`src/design/dlpm_pkg.sv`:
```
// ----------------------------------------------------------------------------
// dlpm_pkg
// shared types and constants of the date list parser and matcher
// ----------------------------------------------------------------------------
package dlpm_pkg;

    localparam int TableEntries = 64;
    localparam int AddrW        = (TableEntries > 1) ? $clog2(TableEntries) : 1;
    localparam int CountW       = 7;
    localparam int DateW        = 24;
    localparam int FieldW       = 8;
    localparam int CfgDataW     = 7;
    localparam int CfgIndexW    = 1;
    localparam int InDataW      = 40;
    localparam int OutDataW     = 16;
    localparam int QueueDepth   = 2;
    localparam int QPtrW        = $clog2(QueueDepth);
    localparam int QCntW        = $clog2(QueueDepth + 1);

    localparam logic [CfgDataW-1:0] RecordLimitReset = 7'd45;
    localparam logic [6:0]          ByteMask         = 7'h7F;
    localparam logic [6:0]          ChCr             = 7'h0D;
    localparam logic [6:0]          ChLParen         = 7'h28;
    localparam logic [6:0]          ChRParen         = 7'h29;
    localparam logic [6:0]          ChDot            = 7'h2E;
    localparam logic [6:0]          ChZero           = 7'h30;
    localparam logic [6:0]          ChNine           = 7'h39;

    localparam logic [CfgIndexW-1:0] CFG_MONTH_MODE   = 1'b0;
    localparam logic [CfgIndexW-1:0] CFG_RECORD_LIMIT = 1'b1;

    localparam logic [1:0] CMD_CLEAR  = 2'd0;
    localparam logic [1:0] CMD_BYTE   = 2'd1;
    localparam logic [1:0] CMD_LOOKUP = 2'd2;

    typedef enum logic [1:0] {
        KIND_CLEAR,
        KIND_BYTE,
        KIND_LOOKUP,
        KIND_NOP
    } kind_t;

    typedef enum logic [2:0] {
        CC_DIGIT,
        CC_DOT,
        CC_LPAREN,
        CC_RPAREN,
        CC_CR,
        CC_OTHER
    } cclass_t;

    typedef struct packed {
        kind_t             kind;
        cclass_t           cclass;
        logic [3:0]        digit;
        logic [FieldW-1:0] qday;
        logic [FieldW-1:0] qmonth;
        logic [FieldW-1:0] qyear;
    } item_t;

    typedef struct packed {
        logic  valid;
        item_t item;
    } queue_head_t;

    typedef struct packed {
        logic [CountW-1:0] stored_count;
        logic              record_dropped;
        logic              record_stored;
        logic [CountW-1:0] match_position;
    } result_t;

endpackage

```
`src/design/date_list_parser_and_matcher.sv`:
```
// ----------------------------------------------------------------------------
// date_list_parser_and_matcher
// parses a meter's date list reply into a date table and answers date lookups
// ----------------------------------------------------------------------------
// Each input word carries a command: clear, reply byte or lookup. A two-word
// queue after the input decouples the input from the execution side, and
// every word yields exactly one result word. A lookup scans the date table
// through its single read port, one entry per cycle, and stops at the first
// match; on a miss it reads every stored entry, and an empty table is
// answered without a scan. The table has 64 entries and needs no clearing
// pass.
// ----------------------------------------------------------------------------
module date_list_parser_and_matcher (
    input  logic                           aclk,
    input  logic                           aresetn,
    // configuration writes
    input  logic                           cfg_wr_en,
    input  logic [dlpm_pkg::CfgIndexW-1:0] cfg_index,
    input  logic [dlpm_pkg::CfgDataW-1:0]  cfg_wdata,
    // input words
    input  logic                           s_tvalid,
    output logic                           s_tready,
    // cmd, reply_byte, query_day, query_month, query_year
    input  logic [dlpm_pkg::InDataW-1:0]   s_tdata,
    // result words
    output logic                           m_tvalid,
    input  logic                           m_tready,
    // match_position, record_stored, record_dropped, stored_count
    output logic [dlpm_pkg::OutDataW-1:0]  m_tdata
);
    import dlpm_pkg::*;

    queue_head_t head;
    logic        pop;

    dlpm_front u_front (
        .aclk     (aclk),
        .aresetn  (aresetn),
        .s_tvalid (s_tvalid),
        .s_tready (s_tready),
        .s_tdata  (s_tdata),
        .head     (head),
        .pop      (pop)
    );

    dlpm_back u_back (
        .aclk      (aclk),
        .aresetn   (aresetn),
        .cfg_wr_en (cfg_wr_en),
        .cfg_index (cfg_index),
        .cfg_wdata (cfg_wdata),
        .head      (head),
        .pop       (pop),
        .m_tvalid  (m_tvalid),
        .m_tready  (m_tready),
        .m_tdata   (m_tdata)
    );

endmodule

```
`src/design/dlpm_ram.sv`:
```
// ----------------------------------------------------------------------------
// dlpm_ram
// generic single write, single read ram with registered read data
// ----------------------------------------------------------------------------
module dlpm_ram #(
    parameter int Width = 8,
    parameter int Depth = 16
) (
    input  logic                                      aclk,
    input  logic                                      we,
    input  logic [((Depth > 1) ? $clog2(Depth) : 1)-1:0] waddr,
    input  logic [Width-1:0]                          wdata,
    input  logic [((Depth > 1) ? $clog2(Depth) : 1)-1:0] raddr,
    output logic [Width-1:0]                          rdata
);

    logic [Width-1:0] mem [Depth];

    always_ff @(posedge aclk) begin
        if (we) begin
            mem[waddr] <= wdata;
        end
        rdata <= mem[raddr];
    end

endmodule

```
`src/design/dlpm_front.sv`:
```
// ----------------------------------------------------------------------------
// dlpm_front
// accepts input words, decodes command and character class, queues them
// ----------------------------------------------------------------------------
module dlpm_front (
    input  logic                         aclk,
    input  logic                         aresetn,
    input  logic                         s_tvalid,
    output logic                         s_tready,
    input  logic [dlpm_pkg::InDataW-1:0] s_tdata,
    output dlpm_pkg::queue_head_t        head,
    input  logic                         pop
);
    import dlpm_pkg::*;

    item_t            slots_reg [QueueDepth];
    logic [QPtrW-1:0] wr_ptr_reg, wr_ptr_next;
    logic [QPtrW-1:0] rd_ptr_reg, rd_ptr_next;
    logic [QCntW-1:0] fill_reg, fill_next;
    item_t            item_in;
    logic [1:0]       cmd;
    logic [6:0]       ch;
    logic             push;

    assign cmd = s_tdata[1:0];
    assign ch  = s_tdata[8:2] & ByteMask;

    always_comb begin
        unique case (cmd)
            CMD_CLEAR:  item_in.kind = KIND_CLEAR;
            CMD_BYTE:   item_in.kind = KIND_BYTE;
            CMD_LOOKUP: item_in.kind = KIND_LOOKUP;
            default:    item_in.kind = KIND_NOP;
        endcase
        if (ch >= ChZero && ch <= ChNine) begin
            item_in.cclass = CC_DIGIT;
        end else if (ch == ChDot) begin
            item_in.cclass = CC_DOT;
        end else if (ch == ChLParen) begin
            item_in.cclass = CC_LPAREN;
        end else if (ch == ChRParen) begin
            item_in.cclass = CC_RPAREN;
        end else if (ch == ChCr) begin
            item_in.cclass = CC_CR;
        end else begin
            item_in.cclass = CC_OTHER;
        end
        item_in.digit  = ch[3:0];
        item_in.qday   = s_tdata[17:10];
        item_in.qmonth = s_tdata[25:18];
        item_in.qyear  = s_tdata[33:26];
    end

    assign s_tready = (fill_reg != QCntW'(QueueDepth));
    assign push     = s_tvalid && s_tready;

    assign head.valid = (fill_reg != '0);
    assign head.item  = slots_reg[rd_ptr_reg];

    always_comb begin
        wr_ptr_next = push ? wr_ptr_reg + 1'b1 : wr_ptr_reg;
        rd_ptr_next = pop ? rd_ptr_reg + 1'b1 : rd_ptr_reg;
        fill_next   = fill_reg + QCntW'(push) - QCntW'(pop);
    end

    always_ff @(posedge aclk) begin
        if (!aresetn) begin
            wr_ptr_reg <= '0;
            rd_ptr_reg <= '0;
            fill_reg   <= '0;
        end else begin
            wr_ptr_reg <= wr_ptr_next;
            rd_ptr_reg <= rd_ptr_next;
            fill_reg   <= fill_next;
        end
    end

    always_ff @(posedge aclk) begin
        if (push) begin
            slots_reg[wr_ptr_reg] <= item_in;
        end
    end

    // pop only from a non-empty queue
    a_pop_nonempty: assert property (@(posedge aclk) disable iff (!aresetn)
        pop |-> (fill_reg != '0))
        else $error("queue popped while empty");

endmodule

```
`src/design/dlpm_back.sv`:
```
// ----------------------------------------------------------------------------
// dlpm_back
// parser, date table and sequential lookup, with registered result word
// ----------------------------------------------------------------------------
module dlpm_back (
    input  logic                           aclk,
    input  logic                           aresetn,
    input  logic                           cfg_wr_en,
    input  logic [dlpm_pkg::CfgIndexW-1:0] cfg_index,
    input  logic [dlpm_pkg::CfgDataW-1:0]  cfg_wdata,
    input  dlpm_pkg::queue_head_t          head,
    output logic                           pop,
    output logic                           m_tvalid,
    input  logic                           m_tready,
    output logic [dlpm_pkg::OutDataW-1:0]  m_tdata
);
    import dlpm_pkg::*;

    typedef enum logic [1:0] {
        ST_IDLE = 2'b01,
        ST_LOOK = 2'b10
    } state_t;

    typedef enum logic [3:0] {
        PH_SCAN = 4'b0001,
        PH_DAY  = 4'b0010,
        PH_MON  = 4'b0100,
        PH_YEAR = 4'b1000
    } phase_t;

    state_t              state_reg, state_next;
    phase_t              phase_reg, phase_next;
    logic                month_mode_reg;
    logic [CfgDataW-1:0] record_limit_reg;
    logic [CountW-1:0]   entry_count_reg, entry_count_next;
    logic [FieldW-1:0]   acc_reg, acc_next;
    logic [FieldW-1:0]   pend_day_reg, pend_day_next;
    logic [FieldW-1:0]   pend_mon_reg, pend_mon_next;
    logic [FieldW-1:0]   pend_year_reg, pend_year_next;
    logic [FieldW-1:0]   q_day_reg, q_day_next;
    logic [FieldW-1:0]   q_mon_reg, q_mon_next;
    logic [FieldW-1:0]   q_year_reg, q_year_next;
    logic [AddrW-1:0]    rd_idx_reg, rd_idx_next;
    logic [AddrW-1:0]    cmp_idx_reg, cmp_idx_next;
    logic                cmp_vld_reg, cmp_vld_next;
    logic                out_valid_reg, out_valid_next;
    result_t             out_reg, out_next;

    logic                out_free;
    logic                can_store;
    logic                hit;
    logic                last;
    logic                ram_we;
    logic [DateW-1:0]    ram_rdata;

    assign out_free  = !out_valid_reg || m_tready;
    assign can_store = (32'(entry_count_reg) < 32'(record_limit_reg))
                    && (32'(entry_count_reg) < TableEntries);
    assign hit  = (ram_rdata[15:8] == q_mon_reg) && (ram_rdata[7:0] == q_year_reg)
               && (month_mode_reg || (ram_rdata[23:16] == q_day_reg));
    assign last = ((CountW'(cmp_idx_reg) + 1'b1) == entry_count_reg);

    dlpm_ram #(
        .Width (DateW),
        .Depth (TableEntries)
    ) u_table (
        .aclk  (aclk),
        .we    (ram_we),
        .waddr (entry_count_reg[AddrW-1:0]),
        .wdata ({pend_day_reg, pend_mon_reg, pend_year_reg}),
        .raddr (rd_idx_reg),
        .rdata (ram_rdata)
    );

    always_comb begin
        state_next       = state_reg;
        phase_next       = phase_reg;
        entry_count_next = entry_count_reg;
        acc_next         = acc_reg;
        pend_day_next    = pend_day_reg;
        pend_mon_next    = pend_mon_reg;
        pend_year_next   = pend_year_reg;
        q_day_next       = q_day_reg;
        q_mon_next       = q_mon_reg;
        q_year_next      = q_year_reg;
        rd_idx_next      = rd_idx_reg;
        cmp_idx_next     = cmp_idx_reg;
        cmp_vld_next     = cmp_vld_reg;
        out_valid_next   = out_valid_reg && !m_tready;
        out_next         = out_reg;
        pop              = 1'b0;
        ram_we           = 1'b0;

        unique case (state_reg)
            ST_IDLE: begin
                if (head.valid && out_free) begin
                    pop                    = 1'b1;
                    out_next.match_position = '0;
                    out_next.record_stored  = 1'b0;
                    out_next.record_dropped = 1'b0;
                    unique case (head.item.kind)
                        KIND_CLEAR: begin
                            entry_count_next = '0;
                            phase_next       = PH_SCAN;
                            acc_next         = '0;
                            pend_day_next    = '0;
                            pend_mon_next    = '0;
                            pend_year_next   = '0;
                            out_valid_next   = 1'b1;
                        end
                        KIND_BYTE: begin
                            out_valid_next = 1'b1;
                            unique case (phase_reg)
                                PH_SCAN: begin
                                    if (head.item.cclass == CC_CR) begin
                                        if (can_store) begin
                                            ram_we                 = 1'b1;
                                            entry_count_next       = entry_count_reg + 1'b1;
                                            out_next.record_stored = 1'b1;
                                        end else begin
                                            out_next.record_dropped = 1'b1;
                                        end
                                        acc_next       = '0;
                                        pend_day_next  = '0;
                                        pend_mon_next  = '0;
                                        pend_year_next = '0;
                                    end else if (head.item.cclass == CC_LPAREN) begin
                                        acc_next   = '0;
                                        phase_next = month_mode_reg ? PH_MON : PH_DAY;
                                    end
                                end
                                PH_DAY: begin
                                    if (head.item.cclass == CC_DIGIT) begin
                                        acc_next = (acc_reg << 3) + (acc_reg << 1)
                                                 + FieldW'(head.item.digit);
                                    end else if (head.item.cclass == CC_DOT) begin
                                        pend_day_next = acc_reg;
                                        acc_next      = '0;
                                        phase_next    = PH_MON;
                                    end
                                end
                                PH_MON: begin
                                    if (head.item.cclass == CC_DIGIT) begin
                                        acc_next = (acc_reg << 3) + (acc_reg << 1)
                                                 + FieldW'(head.item.digit);
                                    end else if (head.item.cclass == CC_DOT) begin
                                        pend_mon_next = acc_reg;
                                        acc_next      = '0;
                                        phase_next    = PH_YEAR;
                                    end
                                end
                                PH_YEAR: begin
                                    if (head.item.cclass == CC_DIGIT) begin
                                        acc_next = (acc_reg << 3) + (acc_reg << 1)
                                                 + FieldW'(head.item.digit);
                                    end else if (head.item.cclass == CC_RPAREN) begin
                                        pend_year_next = acc_reg;
                                        acc_next       = '0;
                                        phase_next     = PH_SCAN;
                                    end
                                end
                                default: phase_next = PH_SCAN;
                            endcase
                        end
                        KIND_LOOKUP: begin
                            q_day_next  = head.item.qday;
                            q_mon_next  = head.item.qmonth;
                            q_year_next = head.item.qyear;
                            if (entry_count_reg == '0) begin
                                out_valid_next = 1'b1;
                            end else begin
                                rd_idx_next  = '0;
                                cmp_vld_next = 1'b0;
                                state_next   = ST_LOOK;
                            end
                        end
                        default: begin
                            out_valid_next = 1'b1;
                        end
                    endcase
                    out_next.stored_count = entry_count_next;
                end
            end
            ST_LOOK: begin
                // one table read issued per cycle, compared in the cycle after
                rd_idx_next  = rd_idx_reg + 1'b1;
                cmp_idx_next = rd_idx_reg;
                cmp_vld_next = 1'b1;
                if (cmp_vld_reg && (hit || last)) begin
                    out_valid_next          = 1'b1;
                    out_next.match_position = hit ? CountW'(cmp_idx_reg) + 1'b1 : '0;
                    out_next.record_stored  = 1'b0;
                    out_next.record_dropped = 1'b0;
                    out_next.stored_count   = entry_count_reg;
                    cmp_vld_next            = 1'b0;
                    state_next              = ST_IDLE;
                end
            end
            default: state_next = ST_IDLE;
        endcase
    end

    always_ff @(posedge aclk) begin
        if (!aresetn) begin
            state_reg        <= ST_IDLE;
            phase_reg        <= PH_SCAN;
            entry_count_reg  <= '0;
            acc_reg          <= '0;
            pend_day_reg     <= '0;
            pend_mon_reg     <= '0;
            pend_year_reg    <= '0;
            cmp_vld_reg      <= 1'b0;
            out_valid_reg    <= 1'b0;
            month_mode_reg   <= 1'b0;
            record_limit_reg <= RecordLimitReset;
        end else begin
            state_reg       <= state_next;
            phase_reg       <= phase_next;
            entry_count_reg <= entry_count_next;
            acc_reg         <= acc_next;
            pend_day_reg    <= pend_day_next;
            pend_mon_reg    <= pend_mon_next;
            pend_year_reg   <= pend_year_next;
            cmp_vld_reg     <= cmp_vld_next;
            out_valid_reg   <= out_valid_next;
            if (cfg_wr_en) begin
                unique case (cfg_index)
                    CFG_MONTH_MODE:   month_mode_reg   <= cfg_wdata[0];
                    CFG_RECORD_LIMIT: record_limit_reg <= cfg_wdata;
                    default:          month_mode_reg   <= month_mode_reg;
                endcase
            end
        end
    end

    always_ff @(posedge aclk) begin
        q_day_reg   <= q_day_next;
        q_mon_reg   <= q_mon_next;
        q_year_reg  <= q_year_next;
        rd_idx_reg  <= rd_idx_next;
        cmp_idx_reg <= cmp_idx_next;
        out_reg     <= out_next;
    end

    assign m_tvalid = out_valid_reg;
    assign m_tdata  = out_reg;

    // the result register stays empty while a search runs
    a_look_out_empty: assert property (@(posedge aclk) disable iff (!aresetn)
        (state_reg == ST_LOOK) |-> !out_valid_reg)
        else $error("result pending during table search");

    a_count_bound: assert property (@(posedge aclk) disable iff (!aresetn)
        32'(entry_count_reg) <= TableEntries)
        else $error("entry count beyond table size");

    a_write_idle: assert property (@(posedge aclk) disable iff (!aresetn)
        ram_we |-> (state_reg == ST_IDLE) && pop)
        else $error("table written outside a reply byte");

    a_store_counts: assert property (@(posedge aclk) disable iff (!aresetn)
        ram_we |=> (entry_count_reg == $past(entry_count_reg) + 1'b1))
        else $error("stored record did not advance the count");

endmodule

```
`config.mk`:
```
export PLATFORM = sky130hd
export DESIGN_NAME = date_list_parser_and_matcher
export DESIGN_NICKNAME = d
export VERILOG_FILES = /design/src/design/dlpm_pkg.sv /design/src/design/date_list_parser_and_matcher.sv /design/src/design/dlpm_ram.sv /design/src/design/dlpm_front.sv /design/src/design/dlpm_back.sv
export SDC_FILE = /design/constraint.sdc
export NUM_CORES = 2
export LEC_CHECK = 0
export BUFFER_PORTS_ARGS = -buffer_cell sky130_fd_sc_hd__buf_2
export CAP_MARGIN = 20
export CORE_ASPECT_RATIO = 0.7
export CORE_MARGIN = 8
export CORE_UTILIZATION = 40
export DETAILED_ROUTE_END_ITERATION = 7
export PLACE_DENSITY = 0.61
export SYNTH_ARGS = -nofsm -noshare
export SYNTH_HDL_FRONTEND = slang
export SYNTH_SLANG_ARGS = --single-unit
export TNS_END_PERCENT = 50
```
`constraint.sdc`:
```
create_clock -name aclk -period 11.12 [get_ports aclk]
set_input_delay 0 -clock aclk [delete_from_list [all_inputs] [get_ports aclk]]
set_output_delay 0 -clock aclk [all_outputs]
set_load 0.005 [all_outputs]
```
---- After elaboration in Yosys (flattened, before gate mapping) ----
Memories as Yosys holds them, arrays and structs flattened. A register that Yosys moved wholly into a read port is not among the register bits.
Index checks and enable logic that the tools add are counted.
cells by class
  bitwise logic cells ..................... 1
  order comparisons ....................... 4
  muxes and demuxes ....................... 81
  reductions and logical operators ........ 33
  add/sub/neg operators ................... 9
  eq/ne operators ......................... 43
operators by type and width
  kind                                                    count
  one-hot mux 8 bit (2 select lines)                      7
  two-way mux 8 bit                                       11
  two-way mux 16 bit                                      2
  two-way mux 4 bit                                       8
  one-hot mux 16 bit (2 select lines)                     1
  two-way mux 7 bit                                       4
  AND reduction 7 bit                                     4
  equality test 8 bit                                     3
  two-way mux 1 bit                                       24
  one-hot mux 8 bit (3 select lines)                      1
  equality test 7 x 6 -> 1 bit (second input constant)    3
  two-way mux 6 bit                                       3
  inequality test 3 x 2 -> 1 bit (second input constant)  6
  inequality test 3 bit (second input constant)           6
  one-hot mux 4 bit (4 select lines)                      1
  two-way mux 3 bit                                       5
  two-way mux 2 bit                                       7
  one-hot mux 7 bit (2 select lines)                      1
  inequality test 4 x 2 -> 1 bit (second input constant)  3
  one-hot mux 6 bit (2 select lines)                      1
  AND reduction 11 bit                                    1
  adder 8 x 4 -> 8 bit                                    1
  adder 8 bit                                             1
  logical AND 1 bit                                       8
  other kinds (39)                                        59
word-level totals
  input port bits ......................... 53
  logic and storage cells ................. 196
  memory bits (writable) .................. 1,602
  memories ................................ 2
  register bits after elaboration ......... 111
  output and inout bits ................... 18
memories
  memory              words  bits a word  rd ports  clocked after Yosys merged registers in  wr ports  line              RTL
  u_back.u_table.mem  64     24           1         1                                        1         dlpm_ram.sv:17    logic [Width-1:0] mem [Depth];
  u_front.slots_reg   2      33           1         1                                        1         dlpm_front.sv:16  item_t slots_reg [QueueDepth];

---- Logic depth before layout (Yosys ltp) ----
  depth after elaboration ................. 10
  mapped depth ............................ 14
  depth with buffers taken out ............ 10

---- Modules after synthesis ----
A second synthesis with hierarchy kept.
second synthesis, totals
  cell total of the unflattened synthesis .. 3,308
  area, all modules ....................... 67,612.3 um^2
modules (own cells, without submodules)
  module      area each (um^2)  instances  sequential area each (um^2)  cells each
  dlpm_ram    59,330.7          1          46,604.7                     2,611
  dlpm_back   5,586.6           1          2,662.6                      558
  dlpm_front  2,695.1           1          2,082.0                      139

---- Worst setup path after synthesis ----
OpenSTA, ideal clock, no wires.
  kind .................................... register -> register
  from .................................... reg u_back.entry_count_reg[4]
  to ...................................... mem u_back.u_table.mem[44][0] (netlist name) (enable)
  library setup time ...................... 435 ps
  setup slack ............................. 6,937 ps
  cell stages (with the launch flop) ...... 9
  buffers on the path ..................... 1
  arrival ................................. 3,748 ps
  period minus slack after synthesis ...... 4,183 ps
  data required time ...................... 10,685 ps
  path through ............................ dfxtp_1 > ha_1 > a21o_1 > a21o_1 > a211o_1 > a21oi_2 > nand4_1 > clkbuf_1 > nor3_1
between the ends
  longest elaborated chain between the ends .. 10
  elaborated cells between the ends (all ways) .. 11
  classes of those cells .................. 2 x order compare; 8 x mux; 1 x reduce/logical
RTL lines
  element                                       line                              RTL
  from (decl)                                   dlpm_back.sv:35                   logic [CountW-1:0] entry_count_reg, entry_count_next;
  from (signal assigned)                        dlpm_back.sv:219                  entry_count_reg <= entry_count_next;
  < comparator 7 bit, on equally long branches  dlpm_back.sv:57, dlpm_back.sv:58
  logical AND 1 bit                             dlpm_back.sv:58                   && (32'(entry_count_reg) < TableEntries);
  two-way mux 1 bit                             dlpm_back.sv:116                  if (can_store) begin
  two-way mux 1 bit                             dlpm_back.sv:115                  if (head.item.cclass == CC_CR) begin
  two-way mux 1 bit                             dlpm_back.sv:113                  unique case (phase_reg)
  two-way mux 1 bit                             dlpm_back.sv:101                  unique case (head.item.kind)
  two-way mux 1 bit                             dlpm_back.sv:96                   if (head.valid && out_free) begin
  two-way mux 1 bit                             dlpm_back.sv:94                   unique case (state_reg)
  two-way mux 1 bit                             dlpm_ram.sv:20                    if (we) begin
  two-way mux 1 bit (not written as such)       dlpm_ram.sv:21                    mem[waddr] <= wdata;
  to (decl)                                     dlpm_ram.sv:17
Parallel ways exist; a longest one is shown, timed or not.

==> results.yml <==
clock_network:
  ctsHtreeMaxLevel: 4
  cts_setup_buffers: 0
  clock_sinks: 1738
  cts.clk_slew.worst_paths_ns: 0.06
  cts_buffer_depth: 3
  cts-resized-gates: 0
  tritoncts: "built"
  insertion_delay_ns: 0.78
  cts_made_buffers: 156
  cts_root_buffer: "clkbuf_16"
timing:
  worst_clock_skew_ns: 0.0410
  setup_violations: 0
  fin_ws_ns: 6.48
  slew_headroom_pct: 24.6
  slew_viol_final: 0
  max_freq_mhz: 215
  finalHoldViolCount: 0
  tns_ns: 0
  worstMarginPinSlew_ns: 1.13
  period_share_pct: 41.8
  rsz0062_at_grt: "false"
  min_period_ns: 4.64
logic_synthesis:
  synth_most_common_cell: "edfxtp_1"
  syn_inst: 3481
  ys_warn_count: 0
  synth_nets: 3560
  syn_area_per_cell_sq_um: 19.4
  yosys.area.top_type: "edfxtp_1"
  ys_ff_latch: 1738
  synthTopCellsByCount: "edfxtp_1, mux4_2, mux2i_1"
  ys_types: 78
  synthesis.area_sq_um: 67400
  synthArstFlopShare_pct: 0
  synth_seq_area_share_pct: 76.2
  synth_edf_count: 1654
  synth_area_leaders: "edfxtp_1, mux4_2, mux2i_1"
  ys.flop_type: "edfxtp_1"
  yosys.area.top_type_share_pct: 73.7
power_and_ir_drop:
  totalPowerFinal_mw: 13.3
  peakVddDrop_v: 0.000121
  pwr-share-seq_pct: 54.5
  power_switching_mw: 2.82
  power.leakage_nw: 25.0
  internal_power_mw: 10.4
  p_per_area_nw_per_um2: 172
  power.share.switching_pct: 21.3
  clkPwrFrac_pct: 40.0
  combPwrFrac_pct: 5.5
setup_path:
  cp_data_required_time_ns: 11.70
  reg2reg_slack_ns: 6.48
  path_cells: "buf_12 -> buf_4 -> buf_4 -> mux4_2 -> o22ai_1 -> o22ai_1 -> a221oi_1 -> a21oi_1"
  start_kind: "register"
  endpoint_kind: "register"
  reg2reg_depth: 8
  crit_path_max_fanout: 93
  cpMaxStageDelayCell: "buf_4"
  worstSetupEndpoint: "u_back.u_table.rdata[6]"
  crit_type: "reg2reg"
  startpoint: "u_back.rd_idx_reg[0]"
  r2r-end: "u_back.u_table.rdata[6]"
  slowest_delay_ns: 0.86
  rr_startpoint: "u_back.rd_idx_reg[0]"
  cp.arrival_ns: 5.22
routing:
  drt_iter0_markers: 4147
  ant_nets: 0
  wl_per_cell_um: 27.1
  firstDrtPassIters: 6
  drc_errors: 0
  routed_via_density: 5.71
  finalWirelength_um: 165000
  num_vias: 34700
run:
  maxCapViolations: 0
status:
  status: "complete, no violations"
final_layout:
  final_design_area_no_fill_sq_um: 77000
  final_nets: 3804
  drive_above_1_share_pct: 21.8
  largest_register_ffs: 1536
  utilization_pct: 45.8
  n_fill_cell: 14100
  antenna_cells: 0
  area_growth_pct: 14.3
global_routing:
  grt_max_degree: 139
  overflow: 0
  grt_usage_pct: 17.6
  grt_pass1_wl_um: 238000
  antenna_found_initial: 8
  grt_pass1_vias: 34500
place:
  finalWeightedCongestion: 0.828
  port_buffers: 63
  place_area_sq_um: 71100
  hpwl_um: 92800
  pre_cts_slack_ns: 6.48
floorplan:
  fp.dieW_um: 507
  pin_count: 71
  die_h_um: 359
  core_area_sq_um: 168000
  start_util_pct: 40.1
  rows: 126
  dieArea_sq_um: 182000
min_path:
  hold_class: "in2reg"
-- layout make-up --
cell class	instances	area, sq um	share of cell area (%)
flip-flops and latches	1738	51400	66.7
multi-input cells	1515	15500	20.1
clock buffers	198	4160	5.39
well taps	2240	2800	3.64
repair buffers	289	2320	3.02
clock inverters	78	782	1.02
inverters	25	93.8	0.122
-- placed cells by master, fill, tap and decap left out, types with 28 or more instances in the layout --
master	count
a21oi_1	43
a22oi_1	96
a31oi_1	29
buf_2	63
buf_4	121
clkbuf_1	36
clkbuf_16	159
clkinv_1	31
dfxtp_1	59
dlygate4sd3_1	100
edfxtp_1	1654
mux2_2	28
mux2i_1	206
mux4_2	288
nand2_1	148
nor2_1	73
nor3_1	37
nor3_2	56
o21ai_0	81
o221ai_1	77
o22ai_1	73
xor2_1	32
-- stage by stage --
stage          cells  hold WS, ns
2_1_floorplan   3481       0.0989
3_3_place_gp    5706        0.188
3_5_place_dp    5707        0.191
4_1_cts         6083        0.102
5_1_grt         6083        0.185
6_report        6083        0.184
-- per-layer routing --
layer  up-vias  part of all wire, %  GRT usage (%)
met4         0                  2.1           4.67
met3       211                  8.8           3.59
met2      1424                   45           26.0
met5         -                    0              0
met1     18200                   45           26.7
li1      14900                    -              -
-- timing repair --
| action | in CTS | in global routing |
|---|---|---|
| setup endpoints to repair | 0 | 0 |
| endpoints found under the hold margin | 151 | 0 |
| hold buffers | 100 | 0 |
-- kinds of logic after synthesis --
family / Yosys count / share of synthesized area, %
xor gates and xnor gates: 50 / 0.670
AOI/OAI and AO/OA: 473 / 4.93
buffers and inverters: 228 / 1.40
adders and majority gates: 26 / 0.505
muxes: 522 / 13.1
and+or+nand+nor: 444 / 3.18
DFF: 1738 / 76.2
-- worst max-delay path, delay by kind of cell, from the launching register on --
| family | cells | cell delay, ns |
|---|---|---|
| mux | 1 | 0.59 |
| flops | 1 | 0.39 |
| buf+inv | 3 | 2.15 |
| compound gates | 4 | 1.10 |
-- worst min path at each step --
| stage | from | endpoint | slack, ns | cells past startpoint |
|---|---|---|---|---|
| after floorplan | s_tdata[26] | u_front.slots_reg[0][0] | 0.1 | 0 |
| after global placement | s_tdata[24] | u_front.slots_reg[0][14] | 0.19 | 1 |
| after detailed placement | s_tdata[31] | u_front.slots_reg[1][5] | 0.19 | 1 |
| after CTS | cfg_wr_en | u_back.record_limit_reg[4] | 0.10 | 5 |
| after global routing | cfg_wr_en | u_back.record_limit_reg[1] | 0.18 | 5 |
| final | cfg_wr_en | u_back.record_limit_reg[4] | 0.18 | 5 |
-- power by group through the flow --
stage / clock [mW] / combinational [mW] / sequential [mW]
finish: 5.30 / 0.727 / 7.22
global route: 5.65 / 0.783 / 7.23
CTS: 5.41 / 0.729 / 7.22
detailed placement: 0 / 0.700 / 7.37
global placement: 0 / 0.688 / 7.36
floorplan: 0 / 0.459 / 7.36
Note: power is estimated with default switching activity, not from simulation.
